`config.mk`:
```
export PLATFORM = sky130hd
export DESIGN_NAME = serial_frame_receiver_crc16_core_flat
export DESIGN_NICKNAME = d
export VERILOG_FILES = /design/src/hw/rtl/sfrc_pkg.sv /design/src/hw/rtl/sfrc_in_if.sv /design/src/hw/rtl/sfrc_out_if.sv /design/src/hw/rtl/sfrc_ctrl.sv /design/src/hw/rtl/sfrc_dp.sv /design/src/hw/rtl/serial_frame_receiver_crc16_core.sv /design/src/flat_wrapper.sv
export SDC_FILE = /design/constraint.sdc
export NUM_CORES = 1
export LEC_CHECK = 0
export CAP_MARGIN = 30
export CORE_MARGIN = 4
export CORE_UTILIZATION = 55
export CTS_CLUSTER_DIAMETER = 60
export DETAILED_ROUTE_END_ITERATION = 8
export DONT_BUFFER_PORTS = 1
export PLACE_DENSITY = 0.8
export SLEW_MARGIN = 20
export SYNTH_ARGS = -nofsm -noshare
export SYNTH_HDL_FRONTEND = slang
export SYNTH_HIERARCHICAL = 1
export SYNTH_SLANG_ARGS = --single-unit
```
`constraint.sdc`:
```
create_clock -name clk_i -period 3.6 [get_ports clk_i]
set_input_delay 0.72 -clock clk_i [delete_from_list [all_inputs] [get_ports clk_i]]
set_output_delay 0.72 -clock clk_i [all_outputs]
set_load 0.01 [all_outputs]
```
`src/hw/rtl/sfrc_pkg.sv`:
```
// Shared types, byte codes and CRC helper of the serial frame receiver.
// No dependencies; used by the controller, the datapath and the top level.
package sfrc_pkg;

  localparam int MAX_PAYLOAD_DEF = 32;

  // Framing byte codes
  localparam logic [7:0] SOF_BYTE   = 8'h5a;
  localparam logic [7:0] ACK_BYTE   = 8'ha1;
  localparam logic [7:0] NAK_BYTE   = 8'ha2;
  localparam logic [7:0] TYPE_CMD   = 8'ha4;
  localparam logic [7:0] TYPE_DATA  = 8'ha5;
  localparam logic [7:0] TYPE_PING  = 8'ha6;
  localparam logic [15:0] CRC_POLY  = 16'h1021;
  localparam logic [15:0] CRC_MSB   = 16'h8000;

  localparam int PING_LEN = 10;

  // Result kinds
  localparam logic [1:0] KIND_XMIT  = 2'd0;
  localparam logic [1:0] KIND_PAY   = 2'd1;
  localparam logic [1:0] KIND_EMPTY = 2'd2;

  typedef enum logic [2:0] {
    PH_HUNT = 3'd0,
    PH_TYPE = 3'd1,
    PH_LEN  = 3'd2,
    PH_CRC  = 3'd3,
    PH_PAY  = 3'd4
  } phase_e;

  typedef enum logic [3:0] {
    S_IDLE,
    S_EVAL,
    S_ACK0,
    S_ACK1,
    S_PING,
    S_CHECK,
    S_PAY,
    S_EMPTY,
    S_NAK0,
    S_NAK1
  } state_e;

  typedef enum logic [2:0] {
    SEL_ACK0,
    SEL_ACK1,
    SEL_NAK0,
    SEL_NAK1,
    SEL_PING,
    SEL_PAY,
    SEL_EMPTY
  } emit_sel_e;

  // Controller to datapath
  typedef struct packed {
    logic      capture;
    logic      step;
    logic      ping_start;
    logic      ping_next;
    logic      pay_start;
    logic      pay_next;
    logic      emit;
    emit_sel_e sel;
    logic      last;
  } cmd_t;

  // Datapath to controller
  typedef struct packed {
    logic ping;
    logic finish;
    logic crc_ok;
    logic len_zero;
    logic out_free;
    logic ping_last;
    logic pay_last;
  } sts_t;

  // CRC-16, MSB first, one byte
  function automatic logic [15:0] crc_byte(logic [15:0] crc, logic [7:0] b);
    logic [15:0] c;
    c = crc ^ {b, 8'h00};
    for (int i = 0; i < 8; i++) begin
      if ((c & CRC_MSB) != 16'h0000) begin
        c = (c << 1) ^ CRC_POLY;
      end else begin
        c = c << 1;
      end
    end
    return c;
  endfunction

  // CRC state after the start byte
  localparam logic [15:0] CRC_AFTER_SOF = crc_byte(16'h0000, SOF_BYTE);

  // Fixed ping response
  function automatic logic [7:0] ping_byte(logic [3:0] idx);
    logic [7:0] v;
    case (idx)
      4'd0:    v = 8'h5a;
      4'd1:    v = 8'ha7;
      4'd2:    v = 8'h00;
      4'd3:    v = 8'h02;
      4'd4:    v = 8'h01;
      4'd5:    v = 8'h50;
      4'd6:    v = 8'h00;
      4'd7:    v = 8'h00;
      4'd8:    v = 8'haa;
      4'd9:    v = 8'hea;
      default: v = 8'h00;
    endcase
    return v;
  endfunction

endpackage

```
`src/hw/rtl/sfrc_in_if.sv`:
```
// Input channel of the frame receiver: one link byte per item.
// No dependencies.
interface sfrc_in_if;
  logic       valid;
  logic       ready;
  logic [7:0] rx_byte;
  logic       expect_data;

  modport source (output valid, output rx_byte, output expect_data, input ready);
  modport sink   (input valid, input rx_byte, input expect_data, output ready);
endinterface

```
`src/hw/rtl/sfrc_out_if.sv`:
```
// Output channel of the frame receiver: one result per item.
// No dependencies.
interface sfrc_out_if;
  logic       valid;
  logic       ready;
  logic [1:0] kind;
  logic [7:0] byte_value;
  logic       crc_error;
  logic       last;

  modport source (output valid, output kind, output byte_value, output crc_error,
                  output last, input ready);
  modport sink   (input valid, input kind, input byte_value, input crc_error,
                  input last, output ready);
endinterface

```
`src/hw/rtl/sfrc_ctrl.sv`:
```
// Controller of the frame receiver: sequences byte handling and result emission.
// Depends on sfrc_pkg.
module sfrc_ctrl (
  input  logic           clk_i,
  input  logic           rst_ni,
  input  logic           in_valid_i,
  output logic           in_ready_o,
  input  sfrc_pkg::sts_t sts_i,
  output sfrc_pkg::cmd_t cmd_o
);

  sfrc_pkg::state_e state_q, state_d;
  logic             ack_q, ack_d;

  // State and pending-ack registers
  always_ff @(posedge clk_i or negedge rst_ni) begin
    if (!rst_ni) begin
      state_q <= sfrc_pkg::S_IDLE;
      ack_q   <= 1'b0;
    end else begin
      state_q <= state_d;
      ack_q   <= ack_d;
    end
  end

  assign in_ready_o = (state_q == sfrc_pkg::S_IDLE);

  // Next state and commands
  always_comb begin
    state_d = state_q;
    ack_d   = ack_q;
    cmd_o   = '0;
    cmd_o.sel = sfrc_pkg::SEL_ACK0;
    unique case (state_q)
      sfrc_pkg::S_IDLE: begin
        cmd_o.capture = in_valid_i;
        if (in_valid_i) begin
          state_d = sfrc_pkg::S_EVAL;
        end
      end
      sfrc_pkg::S_EVAL: begin
        cmd_o.step = 1'b1;
        if (ack_q) begin
          ack_d   = 1'b0;
          state_d = sfrc_pkg::S_ACK0;
        end else if (sts_i.ping) begin
          cmd_o.ping_start = 1'b1;
          state_d = sfrc_pkg::S_PING;
        end else if (sts_i.finish) begin
          state_d = sfrc_pkg::S_CHECK;
        end else begin
          state_d = sfrc_pkg::S_IDLE;
        end
      end
      sfrc_pkg::S_CHECK: begin
        if (!sts_i.crc_ok) begin
          state_d = sfrc_pkg::S_NAK0;
        end else begin
          ack_d = 1'b1;
          if (sts_i.len_zero) begin
            state_d = sfrc_pkg::S_EMPTY;
          end else begin
            cmd_o.pay_start = 1'b1;
            state_d = sfrc_pkg::S_PAY;
          end
        end
      end
      sfrc_pkg::S_ACK0: begin
        cmd_o.sel  = sfrc_pkg::SEL_ACK0;
        cmd_o.emit = sts_i.out_free;
        if (sts_i.out_free) state_d = sfrc_pkg::S_ACK1;
      end
      sfrc_pkg::S_ACK1: begin
        cmd_o.sel  = sfrc_pkg::SEL_ACK1;
        cmd_o.last = 1'b1;
        cmd_o.emit = sts_i.out_free;
        if (sts_i.out_free) state_d = sfrc_pkg::S_IDLE;
      end
      sfrc_pkg::S_NAK0: begin
        cmd_o.sel  = sfrc_pkg::SEL_NAK0;
        cmd_o.emit = sts_i.out_free;
        if (sts_i.out_free) state_d = sfrc_pkg::S_NAK1;
      end
      sfrc_pkg::S_NAK1: begin
        cmd_o.sel  = sfrc_pkg::SEL_NAK1;
        cmd_o.last = 1'b1;
        cmd_o.emit = sts_i.out_free;
        if (sts_i.out_free) state_d = sfrc_pkg::S_IDLE;
      end
      sfrc_pkg::S_EMPTY: begin
        cmd_o.sel  = sfrc_pkg::SEL_EMPTY;
        cmd_o.last = 1'b1;
        cmd_o.emit = sts_i.out_free;
        if (sts_i.out_free) state_d = sfrc_pkg::S_IDLE;
      end
      sfrc_pkg::S_PING: begin
        cmd_o.sel  = sfrc_pkg::SEL_PING;
        cmd_o.last = sts_i.ping_last;
        cmd_o.emit = sts_i.out_free;
        if (sts_i.out_free) begin
          if (sts_i.ping_last) state_d = sfrc_pkg::S_IDLE;
          else cmd_o.ping_next = 1'b1;
        end
      end
      sfrc_pkg::S_PAY: begin
        cmd_o.sel  = sfrc_pkg::SEL_PAY;
        cmd_o.last = sts_i.pay_last;
        cmd_o.emit = sts_i.out_free;
        if (sts_i.out_free) begin
          if (sts_i.pay_last) state_d = sfrc_pkg::S_IDLE;
          else cmd_o.pay_next = 1'b1;
        end
      end
      default: begin
        state_d = sfrc_pkg::S_IDLE;
      end
    endcase
  end

endmodule

```
`src/hw/rtl/sfrc_dp.sv`:
```
// Datapath of the frame receiver: frame fields, CRC, payload memory, result register.
// Depends on sfrc_pkg.
module sfrc_dp #(
  parameter int MAX_PAYLOAD = sfrc_pkg::MAX_PAYLOAD_DEF
) (
  input  logic           clk_i,
  input  logic           rst_ni,
  input  logic [7:0]     rx_byte_i,
  input  logic           expect_data_i,
  input  sfrc_pkg::cmd_t cmd_i,
  output sfrc_pkg::sts_t sts_o,
  output logic           out_valid_o,
  input  logic           out_ready_i,
  output logic [1:0]     kind_o,
  output logic [7:0]     byte_value_o,
  output logic           crc_error_o,
  output logic           last_o
);

  localparam int LW = $clog2(MAX_PAYLOAD + 1);
  localparam int IW = (MAX_PAYLOAD > 1) ? $clog2(MAX_PAYLOAD) : 1;
  localparam int CW = LW + 1;

  // Frame state
  sfrc_pkg::phase_e phase_q, phase_d;
  logic [LW-1:0]    fc_q, fc_d;
  logic [7:0]       len_lo_q, len_lo_d;
  logic [LW-1:0]    len_q, len_d;
  logic [15:0]      rcrc_q, rcrc_d;
  logic [15:0]      crc_q, crc_d;
  logic [7:0]       rx_q;
  logic             exp_q;
  logic [3:0]       ping_idx_q;
  logic [IW-1:0]    pidx_q, rd_addr;
  logic [7:0]       rd_q;
  logic [7:0]       mem [MAX_PAYLOAD];

  logic [7:0]  want;
  logic [15:0] crc_upd;
  logic [15:0] len_full;
  logic [CW-1:0] fc_inc;
  logic        pay_wr;

  assign want     = exp_q ? sfrc_pkg::TYPE_DATA : sfrc_pkg::TYPE_CMD;
  assign crc_upd  = sfrc_pkg::crc_byte(crc_q, rx_q);
  assign len_full = {rx_q, len_lo_q};
  assign fc_inc   = CW'(fc_q) + CW'(1);
  assign pay_wr   = cmd_i.step && (phase_q == sfrc_pkg::PH_PAY);

  // Per-byte frame update
  always_comb begin
    phase_d  = phase_q;
    fc_d     = fc_q;
    len_lo_d = len_lo_q;
    len_d    = len_q;
    rcrc_d   = rcrc_q;
    crc_d    = crc_q;
    unique case (phase_q)
      sfrc_pkg::PH_TYPE: begin
        if (rx_q == sfrc_pkg::TYPE_PING) begin
          phase_d = sfrc_pkg::PH_HUNT;
        end else if (rx_q == want) begin
          crc_d   = crc_upd;
          fc_d    = '0;
          len_d   = '0;
          phase_d = sfrc_pkg::PH_LEN;
        end else begin
          phase_d = sfrc_pkg::PH_HUNT;
        end
      end
      sfrc_pkg::PH_LEN: begin
        crc_d = crc_upd;
        if (!fc_q[0]) begin
          len_lo_d = rx_q;
          fc_d     = LW'(1);
        end else begin
          // clamp the received length to the buffer size
          if (len_full > 16'(MAX_PAYLOAD)) len_d = LW'(MAX_PAYLOAD);
          else len_d = len_full[LW-1:0];
          fc_d    = '0;
          phase_d = sfrc_pkg::PH_CRC;
        end
      end
      sfrc_pkg::PH_CRC: begin
        if (!fc_q[0]) begin
          rcrc_d[7:0] = rx_q;
          fc_d        = LW'(1);
        end else begin
          rcrc_d[15:8] = rx_q;
          fc_d         = '0;
          phase_d = (len_q == '0) ? sfrc_pkg::PH_HUNT : sfrc_pkg::PH_PAY;
        end
      end
      sfrc_pkg::PH_PAY: begin
        crc_d = crc_upd;
        if (fc_inc >= CW'(len_q)) begin
          fc_d    = '0;
          phase_d = sfrc_pkg::PH_HUNT;
        end else begin
          fc_d = fc_inc[LW-1:0];
        end
      end
      default: begin
        // hunting, and any unused code
        phase_d = sfrc_pkg::PH_HUNT;
        if (rx_q == sfrc_pkg::SOF_BYTE) begin
          crc_d   = sfrc_pkg::CRC_AFTER_SOF;
          phase_d = sfrc_pkg::PH_TYPE;
        end
      end
    endcase
  end

  // Frame registers
  always_ff @(posedge clk_i or negedge rst_ni) begin
    if (!rst_ni) begin
      phase_q  <= sfrc_pkg::PH_HUNT;
      fc_q     <= '0;
      len_lo_q <= '0;
      len_q    <= '0;
      rcrc_q   <= '0;
      crc_q    <= '0;
    end else if (cmd_i.step) begin
      phase_q  <= phase_d;
      fc_q     <= fc_d;
      len_lo_q <= len_lo_d;
      len_q    <= len_d;
      rcrc_q   <= rcrc_d;
      crc_q    <= crc_d;
    end
  end

  // Input byte capture
  always_ff @(posedge clk_i) begin
    if (cmd_i.capture) begin
      rx_q  <= rx_byte_i;
      exp_q <= expect_data_i;
    end
  end

  // Emission counters
  always_ff @(posedge clk_i or negedge rst_ni) begin
    if (!rst_ni) begin
      ping_idx_q <= '0;
      pidx_q     <= '0;
    end else begin
      if (cmd_i.ping_start) ping_idx_q <= '0;
      else if (cmd_i.ping_next) ping_idx_q <= ping_idx_q + 4'd1;
      if (cmd_i.pay_start || cmd_i.pay_next) pidx_q <= rd_addr;
    end
  end

  // Payload memory, registered read that follows the emission index
  always_comb begin
    if (cmd_i.pay_start) rd_addr = '0;
    else if (cmd_i.pay_next) rd_addr = pidx_q + IW'(1);
    else rd_addr = pidx_q;
  end

  always_ff @(posedge clk_i) begin
    if (pay_wr) mem[fc_q[IW-1:0]] <= rx_q;
    rd_q <= mem[rd_addr];
  end

  // Status toward the controller
  assign sts_o.ping      = (phase_q == sfrc_pkg::PH_TYPE) && (rx_q == sfrc_pkg::TYPE_PING);
  assign sts_o.finish    = ((phase_q == sfrc_pkg::PH_CRC) && fc_q[0] && (len_q == '0)) ||
                           ((phase_q == sfrc_pkg::PH_PAY) && (fc_inc >= CW'(len_q)));
  assign sts_o.crc_ok    = (crc_q == rcrc_q);
  assign sts_o.len_zero  = (len_q == '0);
  assign sts_o.out_free  = !out_valid_o || out_ready_i;
  assign sts_o.ping_last = (ping_idx_q == 4'(sfrc_pkg::PING_LEN - 1));
  assign sts_o.pay_last  = ((CW'(pidx_q) + CW'(1)) == CW'(len_q));

  // Result register
  always_ff @(posedge clk_i or negedge rst_ni) begin
    if (!rst_ni) begin
      out_valid_o <= 1'b0;
    end else if (cmd_i.emit) begin
      out_valid_o <= 1'b1;
    end else if (out_ready_i) begin
      out_valid_o <= 1'b0;
    end
  end

  always_ff @(posedge clk_i) begin
    if (cmd_i.emit) begin
      last_o <= cmd_i.last;
      unique case (cmd_i.sel)
        sfrc_pkg::SEL_ACK0: begin
          kind_o <= sfrc_pkg::KIND_XMIT; byte_value_o <= sfrc_pkg::SOF_BYTE;
          crc_error_o <= 1'b0;
        end
        sfrc_pkg::SEL_ACK1: begin
          kind_o <= sfrc_pkg::KIND_XMIT; byte_value_o <= sfrc_pkg::ACK_BYTE;
          crc_error_o <= 1'b0;
        end
        sfrc_pkg::SEL_NAK0: begin
          kind_o <= sfrc_pkg::KIND_XMIT; byte_value_o <= sfrc_pkg::SOF_BYTE;
          crc_error_o <= 1'b1;
        end
        sfrc_pkg::SEL_NAK1: begin
          kind_o <= sfrc_pkg::KIND_XMIT; byte_value_o <= sfrc_pkg::NAK_BYTE;
          crc_error_o <= 1'b1;
        end
        sfrc_pkg::SEL_PING: begin
          kind_o <= sfrc_pkg::KIND_XMIT; byte_value_o <= sfrc_pkg::ping_byte(ping_idx_q);
          crc_error_o <= 1'b0;
        end
        sfrc_pkg::SEL_PAY: begin
          kind_o <= sfrc_pkg::KIND_PAY; byte_value_o <= rd_q;
          crc_error_o <= 1'b0;
        end
        default: begin
          kind_o <= sfrc_pkg::KIND_EMPTY; byte_value_o <= 8'h00;
          crc_error_o <= 1'b0;
        end
      endcase
    end
  end

endmodule

```
`src/hw/rtl/serial_frame_receiver_crc16_core.sv`:
```
// Top level of the serial frame receiver with CRC-16 check.
// Depends on sfrc_pkg, sfrc_in_if, sfrc_out_if, sfrc_ctrl and sfrc_dp.
//
//   channel | dir | payload                                  | handshake
//   in_i    | in  | rx_byte[7:0], expect_data                | valid/ready
//   out_o   | out | kind[1:0], byte_value[7:0], crc_error, last | valid/ready
//
// One byte at a time: accept, update the frame state, then one result per
// cycle through the output register while the output is free (a CRC check
// state precedes the results of a completed frame). The payload memory read
// and the single output register set the pace. Reset is asynchronous, active
// low, and returns the receiver to hunting. A stalled output holds the block.
module serial_frame_receiver_crc16_core #(
  parameter int MAX_PAYLOAD = sfrc_pkg::MAX_PAYLOAD_DEF
) (
  input  logic       clk_i,
  input  logic       rst_ni,
  sfrc_in_if.sink    in_i,
  sfrc_out_if.source out_o
);

  sfrc_pkg::cmd_t cmd;
  sfrc_pkg::sts_t sts;
  logic           in_ready;

  assign in_i.ready = in_ready;

  sfrc_ctrl u_ctrl (
    .clk_i      (clk_i),
    .rst_ni     (rst_ni),
    .in_valid_i (in_i.valid),
    .in_ready_o (in_ready),
    .sts_i      (sts),
    .cmd_o      (cmd)
  );

  sfrc_dp #(
    .MAX_PAYLOAD (MAX_PAYLOAD)
  ) u_dp (
    .clk_i         (clk_i),
    .rst_ni        (rst_ni),
    .rx_byte_i     (in_i.rx_byte),
    .expect_data_i (in_i.expect_data),
    .cmd_i         (cmd),
    .sts_o         (sts),
    .out_valid_o   (out_o.valid),
    .out_ready_i   (out_o.ready),
    .kind_o        (out_o.kind),
    .byte_value_o  (out_o.byte_value),
    .crc_error_o   (out_o.crc_error),
    .last_o        (out_o.last)
  );

endmodule

```
`src/flat_wrapper.sv`:
```
// flat-port wrapper written by rule: the top's interface ports become plain ports
module serial_frame_receiver_crc16_core_flat 
#(
  parameter int MAX_PAYLOAD = sfrc_pkg::MAX_PAYLOAD_DEF
)
  (clk_i, rst_ni, in_i_valid, in_i_rx_byte, in_i_expect_data, in_i_ready, out_o_valid, out_o_kind, out_o_byte_value, out_o_crc_error, out_o_last, out_o_ready);
  sfrc_in_if in_i_i ();
  sfrc_out_if out_o_i ();
  input  logic clk_i;
  input  logic rst_ni;
  input wire logic [$bits(in_i_i.valid)-1:0] in_i_valid;
  input wire logic [$bits(in_i_i.rx_byte)-1:0] in_i_rx_byte;
  input wire logic [$bits(in_i_i.expect_data)-1:0] in_i_expect_data;
  output wire logic [$bits(in_i_i.ready)-1:0] in_i_ready;
  output wire logic [$bits(out_o_i.valid)-1:0] out_o_valid;
  output wire logic [$bits(out_o_i.kind)-1:0] out_o_kind;
  output wire logic [$bits(out_o_i.byte_value)-1:0] out_o_byte_value;
  output wire logic [$bits(out_o_i.crc_error)-1:0] out_o_crc_error;
  output wire logic [$bits(out_o_i.last)-1:0] out_o_last;
  input wire logic [$bits(out_o_i.ready)-1:0] out_o_ready;
  assign in_i_i.valid = in_i_valid;
  assign in_i_i.rx_byte = in_i_rx_byte;
  assign in_i_i.expect_data = in_i_expect_data;
  assign in_i_ready = in_i_i.ready;
  assign out_o_valid = out_o_i.valid;
  assign out_o_kind = out_o_i.kind;
  assign out_o_byte_value = out_o_i.byte_value;
  assign out_o_crc_error = out_o_i.crc_error;
  assign out_o_last = out_o_i.last;
  assign out_o_i.ready = out_o_ready;
  serial_frame_receiver_crc16_core #(.MAX_PAYLOAD(MAX_PAYLOAD)) u_core (.clk_i(clk_i), .rst_ni(rst_ni), .in_i(in_i_i), .out_o(out_o_i));
endmodule
```
==> impl_metrics.toml, run 1 <==
[drt]
first_pass_iters = 6
finalWirelength_um = 44300
drc = 0
drtIter0Drc = 1477
met1_length_um = 17200
wl_met3_um = 3880
vias = 12500
drtAntennaViolNets = 0
wire_per_inst_um = 22.3
highest_layer = "met4"
met2_length_um = 21200
routed_via_density = 6.31

[pwr]
powerDensity_mw_per_mm2 = 497
total_power_mw = 9.88
peakVddDrop_uv = 594
p_leak_nw = 7.24

[yosys]
yosys.area.top_type_share_pct = 48.2
syn-num-nets = 1539
ys_types = 82
netlist_top_cells_count = "edfxtp_1, nor2_1, nand2_1, o21ai_0, dfrtp_1"
yosys_warnings = 6
ys_seq_area_share_pct = 59.3
yosys_register_bits = 355
synthMostInstantiatedCell = "edfxtp_1"
async_flop_share_pct = 19.7
synthCells = 1511
synthTopCellsByArea = "edfxtp_1, dfrtp_1, nor2_1"
synthFlopType = "edfxtp_1"
synth_area_mm2 = 0.0172
syn_area_per_cell_um2 = 11.4
synth_edf_count = 277
yosysTopAreaCell = "edfxtp_1"

[place]
place.gp.congestion = 0.900
dpl_cell_area_mm2 = 0.0181
dp_hpwl_um = 27800
dp_slack_ns = -0.189
portBuffers = 0

[floorplanning]
io_pins = 27
start_util_pct = 56.1
die-area_mm2 = 0.0343
die_w_um = 185
row_count = 64
core_mm2 = 0.0307
die-height_um = 185

[sta]
max_slew_margin_pct = 41.2
setup-violations-final = 1
tightest_slew_ns = 0.879
skew_ns = 0.0246
period_minus_slack_ns = 3.63
period_share_pct = 101
final_hold_viol_count = 0
slew_viol_final = 0
worst_slack_ns = -0.0285
fmax_mhz = 276

[clock_tree]
clk_latency_ns = 0.53
cts_tree = "built"
cts_root_buffer = "clkbuf_16"
clkSinkCount = 355
path_clk_slew_ns = 0.06
htreeDepth = 2
clock_path_buffers = 3
cts_buffers = 38

[critical_path]
cp.required_ns = 4.01
worstSetupEndpointType = "flop"
crit_arrival_ns = 4.04
start_kind = "flop"
cp_max_fo = 8
crit_type = "flop to flop"

[run_status]
status = "finished, violations left"
violations = "negative setup slack"

[global_route]
grt_first_pass_wirelength_um = 67600
grt_overflow = 0
grtUsageTotal_pct = 25.2
grt_pass1_vias = 12300
antenna_found_initial = 0
grt_max_degree = 78

[layout]
fin_nets = 1594
drive_gt1_share_pct = 18.4
fillerInstances = 2173
antennaDiodeCount = 0
final_util_pct = 64.7
stdcell_area_mm2 = 0.0199
area_growth_pct = 15.3

[run]
drv_cap = 0

[min_path]
hold_class = "primary input to asynchronous set/reset pin"
-- critical path: stages (launching register included) --
cell	delay [ns]
dfrtp_1	0.44
ha_4	0.20
nor3b_2	0.14
o21ai_0	0.18
o21ai_0	0.12
o21ai_1	0.16
nor4_2	0.08
nor4_2	0.24
clkdlybuf4s15_2	0.29
and3b_1	0.18
o21ai_2	0.10
inv_1	0.13
nand2_2	0.24
a221oi_1	0.51
a211oi_1	0.25
o22a_1	0.25
-- final timing paths --
kind / slack (ns) / end / depth (start not counted) / startpoint
setup / recovery: -0.03 / u_core/u_dp/rd_q[6] / 15 / u_core/u_dp/pidx_q[1]
hold / removal: 0.07 / u_core/u_dp/crc_q[7] / 1 / rst_ni
setup reg to reg: -0.03 / u_core/u_dp/rd_q[6] / 15 / u_core/u_dp/pidx_q[1]
hold reg to reg: 0.51 / u_core/u_dp/len_lo_q[7] / 1 / u_core/u_dp/len_lo_q[7]
max in group asynchronous: 3.23 / u_core/u_dp/pidx_q[0] / 1 / rst_ni
min in group clk_i: 0.29 / u_core/u_dp/exp_q / 0 / in_i_expect_data
-- final cells by class --
type / instances / area (um^2) / area share (%)
Clock buffer: 47 / 1030 / 5.16
Clock inverter: 20 / 204 / 1.03
Inverter: 57 / 226 / 1.14
Multi-Input combinational cell: 1002 / 6690 / 33.6
Sequential cell: 355 / 10200 / 51.4
Tap cell: 396 / 495 / 2.49
Timing Repair Buffer: 112 / 1020 / 5.14
-- logic make-up (layout without fill, tap and decap cells) --
logic type | after synthesis | count (layout) | share of synthesized area, %
buffers and inverters | 154 | 236 | 4.43
multiplexers | 51 | 51 | 3.75
adder cells (fa/ha/maj) | 15 | 15 | 1.09
AO/OA/AOI/OAI | 339 | 339 | 13.5
AND/OR/NAND/NOR | 537 | 537 | 14.8
flip-flops | 355 | 355 | 59.3
XOR/XNOR | 60 | 60 | 3.09
-- power by group --
group	total, mW	internal (mW)	switching (mW)
Combinational	1.16	0.428	0.730
Sequential	4.86	4.68	0.185
Clock	3.86	2.31	1.54
Total	9.88	7.42	2.46
-- sequential cells by signal, indices dropped and copies added, names as in the netlist --
signal / count
u_core/u_dp/last_o: 1
u_core/u_dp/len_lo_q: 8
u_core/u_dp/crc_error_o: 1
u_core/u_dp/rcrc_q: 16
u_core/u_dp/out_valid_o: 1
u_core/u_dp/crc_q: 16
u_core/u_dp/len_q: 6
u_core/u_dp/rx_q: 8
u_core/u_dp/pidx_q: 5
u_core/u_dp/byte_value_o: 8
u_core/u_dp/fc_q: 6
u_core/u_dp/rd_q: 8
u_core/u_dp/exp_q: 1
u_core/u_dp/phase_q: 3
u_core/u_ctrl/state_q: 4
u_core/u_ctrl/ack_q: 1
u_core/u_dp/ping_idx_q: 4
u_core/u_dp/kind_o: 2
u_core/u_dp/mem: 256
-- what timing repair did --
item	4_1_cts	5_1_grt
gates resized for setup	18	85
endpoints found under the setup margin	7	8
pin swaps	1	21
hold buffers	1	0
gates cloned	1	2
endpoints found under the hold margin	70	0
setup buffers	0	7
-- layer usage --
| layer | GRT usage [%] | up-vias |
|---|---|---|
| met5 | 0 | - |
| met4 | 11.3 | 0 |
| met3 | 4.03 | 139 |
| met2 | 40.5 | 650 |
| met1 | 34.1 | 6109 |
| li1 | - | 5648 |
-- stage by stage --
stage	std cells	hold slack, ns	TNS (ns)
after floorplan	1511	0.424	0
after global placement	1909	0.426	-0.340
after detailed placement	1911	0.426	-0.843
after CTS	1980	0.0753	-0.0812
after global routing	1989	0.0873	-0.512
final	1989	0.0689	-0.0285
-- placed cells by master, fill, tap and decap left out, types with 7 or more instances in the layout --
| master | instances |
|---|---|
| edfxtp_1 | 277 |
| nor2_1 | 183 |
| nand2_1 | 135 |
| buf_4 | 95 |
| o21ai_0 | 88 |
| dfrtp_1 | 69 |
| nor2b_1 | 55 |
| inv_1 | 52 |
| nand3_1 | 48 |
| clkbuf_16 | 40 |
| a21oi_1 | 39 |
| xnor2_1 | 36 |
| mux2_2 | 25 |
| o22ai_1 | 23 |
| xor2_1 | 21 |
| o21ai_1 | 20 |
| o221ai_1 | 19 |
| o22a_1 | 17 |
| o211ai_1 | 16 |
| mux2i_1 | 16 |
| o21a_1 | 15 |
| nand4_1 | 15 |
| ha_1 | 14 |
| nor3b_1 | 13 |
| a22oi_1 | 10 |
| nor3_1 | 10 |
| and3_1 | 10 |
| a221o_1 | 10 |
| a21oi_2 | 10 |
| o221a_2 | 9 |
| mux4_2 | 8 |
| o221ai_2 | 8 |
| dfxtp_1 | 8 |
| clkinv_1 | 7 |
| nand2b_1 | 7 |
| nor4_4 | 7 |
No activity file was read; power rests on OpenSTA's default activity.
==> run 2, diff against run 1 <==
- SYNTH_HIERARCHICAL: 1 -> not set
==> run 2 against run 1 <==
  * The flow now finishes without violations
  * Clock-buffer cell count rose by 6
  * Combinational power rose by 67%
  * Cell area fell by 12%
  * Sequential power rose by 1%
  * Setup slack improved by 0.17 ns
  * Die area fell by 9.1%
  * Utilization fell by 2.4 points
  * Highest routed layer unchanged
==> impl_metrics.toml, run 2 <==
[pwr]
total_power_mw = 10.7
powerDensity_mw_per_mm2 = 615
sw_frac_of_total_pct = 27.8
intPower_mw = 7.74
p_leak_nw = 6.35
switchingPower_mw = 2.98
power_frac_clock_pct = 35.9
seqPwrFrac_pct = 46.0
combPwrFrac_pct = 18.1
peakVddDrop_uv = 548

[critical_path]
cp_cell_sequence = "ha_1, xor2_1, nor2_1, nand4_4, o21ai_4, mux2i_4, nor2b_1, a32oi_1, nand4_1, nor4_2"
cp_top_family = "simple AND/OR/NAND/NOR gates"
critPathSlowestCell = "nor2b_1"
critPathBufInv = 0
r2r-end = "u_core.u_dp.rd_q[7]"
cp.required_ns = 3.99
rrSetupSlack_ns = 0.14
cp_max_fo = 11
ff2ff_path_depth = 10
crit_type = "flop to flop"
slowest_delay_ns = 0.63
crit_arrival_ns = 3.85
start_kind = "flop"
r2r-start = "u_core.u_dp.pidx_q[1]"
worstSetupEndpointType = "flop"

[yosys]
synthFlopType = "edfxtp_1"
yosys.area_share.simple_pct = 14.1
async_flop_share_pct = 19.7
yosys_warnings = 0
synth_top_family_by_area = "simple AND/OR/NAND/NOR gates"
synth_xor_area_share_pct = 3.36
ys_types = 76
netlist_top_cells_count = "edfxtp_1, nand2_1, nor2_1, dfrtp_1, a21oi_1"
synth_compound_area_share_pct = 9.73
yosysTopAreaCell = "edfxtp_1"
synthMuxAreaShare_pct = 3.29
synth_edf_count = 277
synthMostInstantiatedCell = "edfxtp_1"
syn-num-nets = 1275
yosys_register_bits = 355
synth_area_mm2 = 0.0156
synthTopCellsByArea = "edfxtp_1, dfrtp_1, nand2_1"
synthAdderAreaFrac_pct = 1.20
ys_seq_area_share_pct = 65.5
yosys.area.top_type_share_pct = 53.3
synthCells = 1247
syn_area_per_cell_um2 = 12.5

[global_route]
grtUsageTotal_pct = 23.2
grt_max_degree = 71
grt_pass1_vias = 9956
antenna_found_initial = 0
grt_first_pass_wirelength_um = 56700
grt_overflow = 0

[sta]
final_hold_viol_count = 0
period_share_pct = 96.1
skew_ns = 0.0278
period_minus_slack_ns = 3.46
fmax_mhz = 289
tightest_slew_ns = 0.978
slew_viol_final = 0
rsz0062_at_grt = "false"
tns_ns = 0
worst_slack_ns = 0.140
whs_ns = 0.0794
max_slew_margin_pct = 34.3
setup-violations-final = 0

[floorplanning]
core_mm2 = 0.0279
io_pins = 27
die-area_mm2 = 0.0312
row_count = 61
start_util_pct = 55.9
die_w_um = 177
die-height_um = 177

[layout]
final_common_cell = "edfxtp_1"
stdcell_count = 1681
drive_gt1_share_pct = 13.1
largest_reg_flops = 256
final_cell_mix = "edfxtp_1, nand2_1, nor2_1, dfrtp_1, a21oi_1"
fin_nets = 1303
antennaDiodeCount = 0
fillerInstances = 2077
area_growth_pct = 11.5

[drt]
finalWirelength_um = 36100
wire_per_inst_um = 21.5
routed_via_density = 6.09
drtAntennaViolNets = 0
drc = 0
vias = 10200
drtIter0Drc = 1358
first_pass_iters = 6

[clock_tree]
cts_root_buffer = "clkbuf_16"
path_clk_slew_ns = 0.06
clock_path_buffers = 3
clkSinkCount = 355
postCtsSetupBuffers = 0
cts_tree = "built"
htreeDepth = 2
clk_latency_ns = 0.52
cts_buffers = 37

[run]
drv_cap = 0

[place]
dp_cells = 1612
dp_hpwl_um = 22600
dp_slack_ns = 0.257
portBuffers = 0
place.gp.congestion = 0.896

[min_path]
hold_class = "primary input to asynchronous set/reset pin"

[run_status]
status = "completed"
[run 2: changes by cell type after synthesis, moves of 20 or more]
| cell | before | now |
|---|---|---|
| o22ai_1 | 25 | 5 |
| nor2_1 | 186 | 87 |
| o21ai_0 | 97 | 36 |
| clkbuf_1 | 38 | 17 |
| o221ai_1 | 26 | 0 |
| nor2b_1 | 55 | 8 |
| inv_1 | 52 | 18 |
| nand2_1 | 136 | 258 |
| a32oi_1 | 1 | 33 |
[run 2: area by class of cell]
class	count	area (um^2)	share of cell area [%]
multi-input cells	810	4950	28.4
clock buffers	53	1050	6.01
well taps	378	473	2.72
repair buffers	49	438	2.51
inverters	22	93.8	0.539
clock inverters	14	183	1.05
flip-flops and latches	355	10200	58.7
[run 2: power groups by stage]
stage	clock network (mW)	registers, mW	logic, mW
final	3.84	4.93	1.94
after global routing	4.06	4.95	2.13
after CTS	3.89	4.93	1.93
after detailed placement	0	5.01	1.89
after global placement	0	5.00	1.83
after floorplan	0	5.00	1.37
[run 2: layer usage]
layer	track usage, %	wire (um)	vias to the layer above
met4	7.12	1130	0
met3	4.00	3080	86
met1	33.0	14700	5054
li1	-	-	4642
met2	37.3	17300	461
met5	0	0	-
[run 2: repair_timing]
item,4_1_cts,5_1_grt
endpoints found under the hold margin,70,0
setup endpoints to repair,0,2
hold buffers,1,0
gates resized for setup,0,2
[run 2: kinds of logic after synthesis]
logic type               after synthesis
multiplexers                          47
flip-flops                           355
adder cells (fa/ha/maj)               15
buffers and inverters                 82
XOR/XNOR                              59
AO/OA/AOI/OAI                        211
AND/OR/NAND/NOR                      478
[run 2: through the flow]
| step | utilization, % | instance area [um^2] |
|---|---|---|
| after floorplan | - | 15600 |
| after global placement | 57.8 | 16100 |
| after detailed placement | 57.8 | 16100 |
| after CTS | 62.3 | 17400 |
| after global routing | 62.3 | 17400 |
| final | 62.3 | 17400 |
[run 2: how the worst max path moves through the flow]
stage | startpoint | end | slack (ns) | cells past startpoint
after floorplan | u_core.u_dp.pidx_q[1] | u_core.u_dp.rd_q[0] | 0.68 | 12
after detailed placement | u_core.u_dp.pidx_q[1] | u_core.u_dp.rd_q[7] | 0.26 | 11
final | u_core.u_dp.pidx_q[1] | u_core.u_dp.rd_q[7] | 0.14 | 10
after global placement | u_core.u_dp.pidx_q[1] | u_core.u_dp.rd_q[5] | 0.37 | 11
after CTS | u_core.u_dp.pidx_q[1] | u_core.u_dp.rd_q[7] | 0.09 | 11
after global routing | u_core.u_dp.pidx_q[1] | u_core.u_dp.rd_q[7] | 0.03 | 10
[run 2: worst register-to-register path, stage by stage, from the launching register on]
cell,delay [ns]
dfrtp_1,0.45
ha_1,0.35
xor2_1,0.17
nor2_1,0.20
nand4_4,0.18
o21ai_4,0.24
mux2i_4,0.46
nor2b_1,0.64
a32oi_1,0.36
nand4_1,0.22
nor4_2,0.06
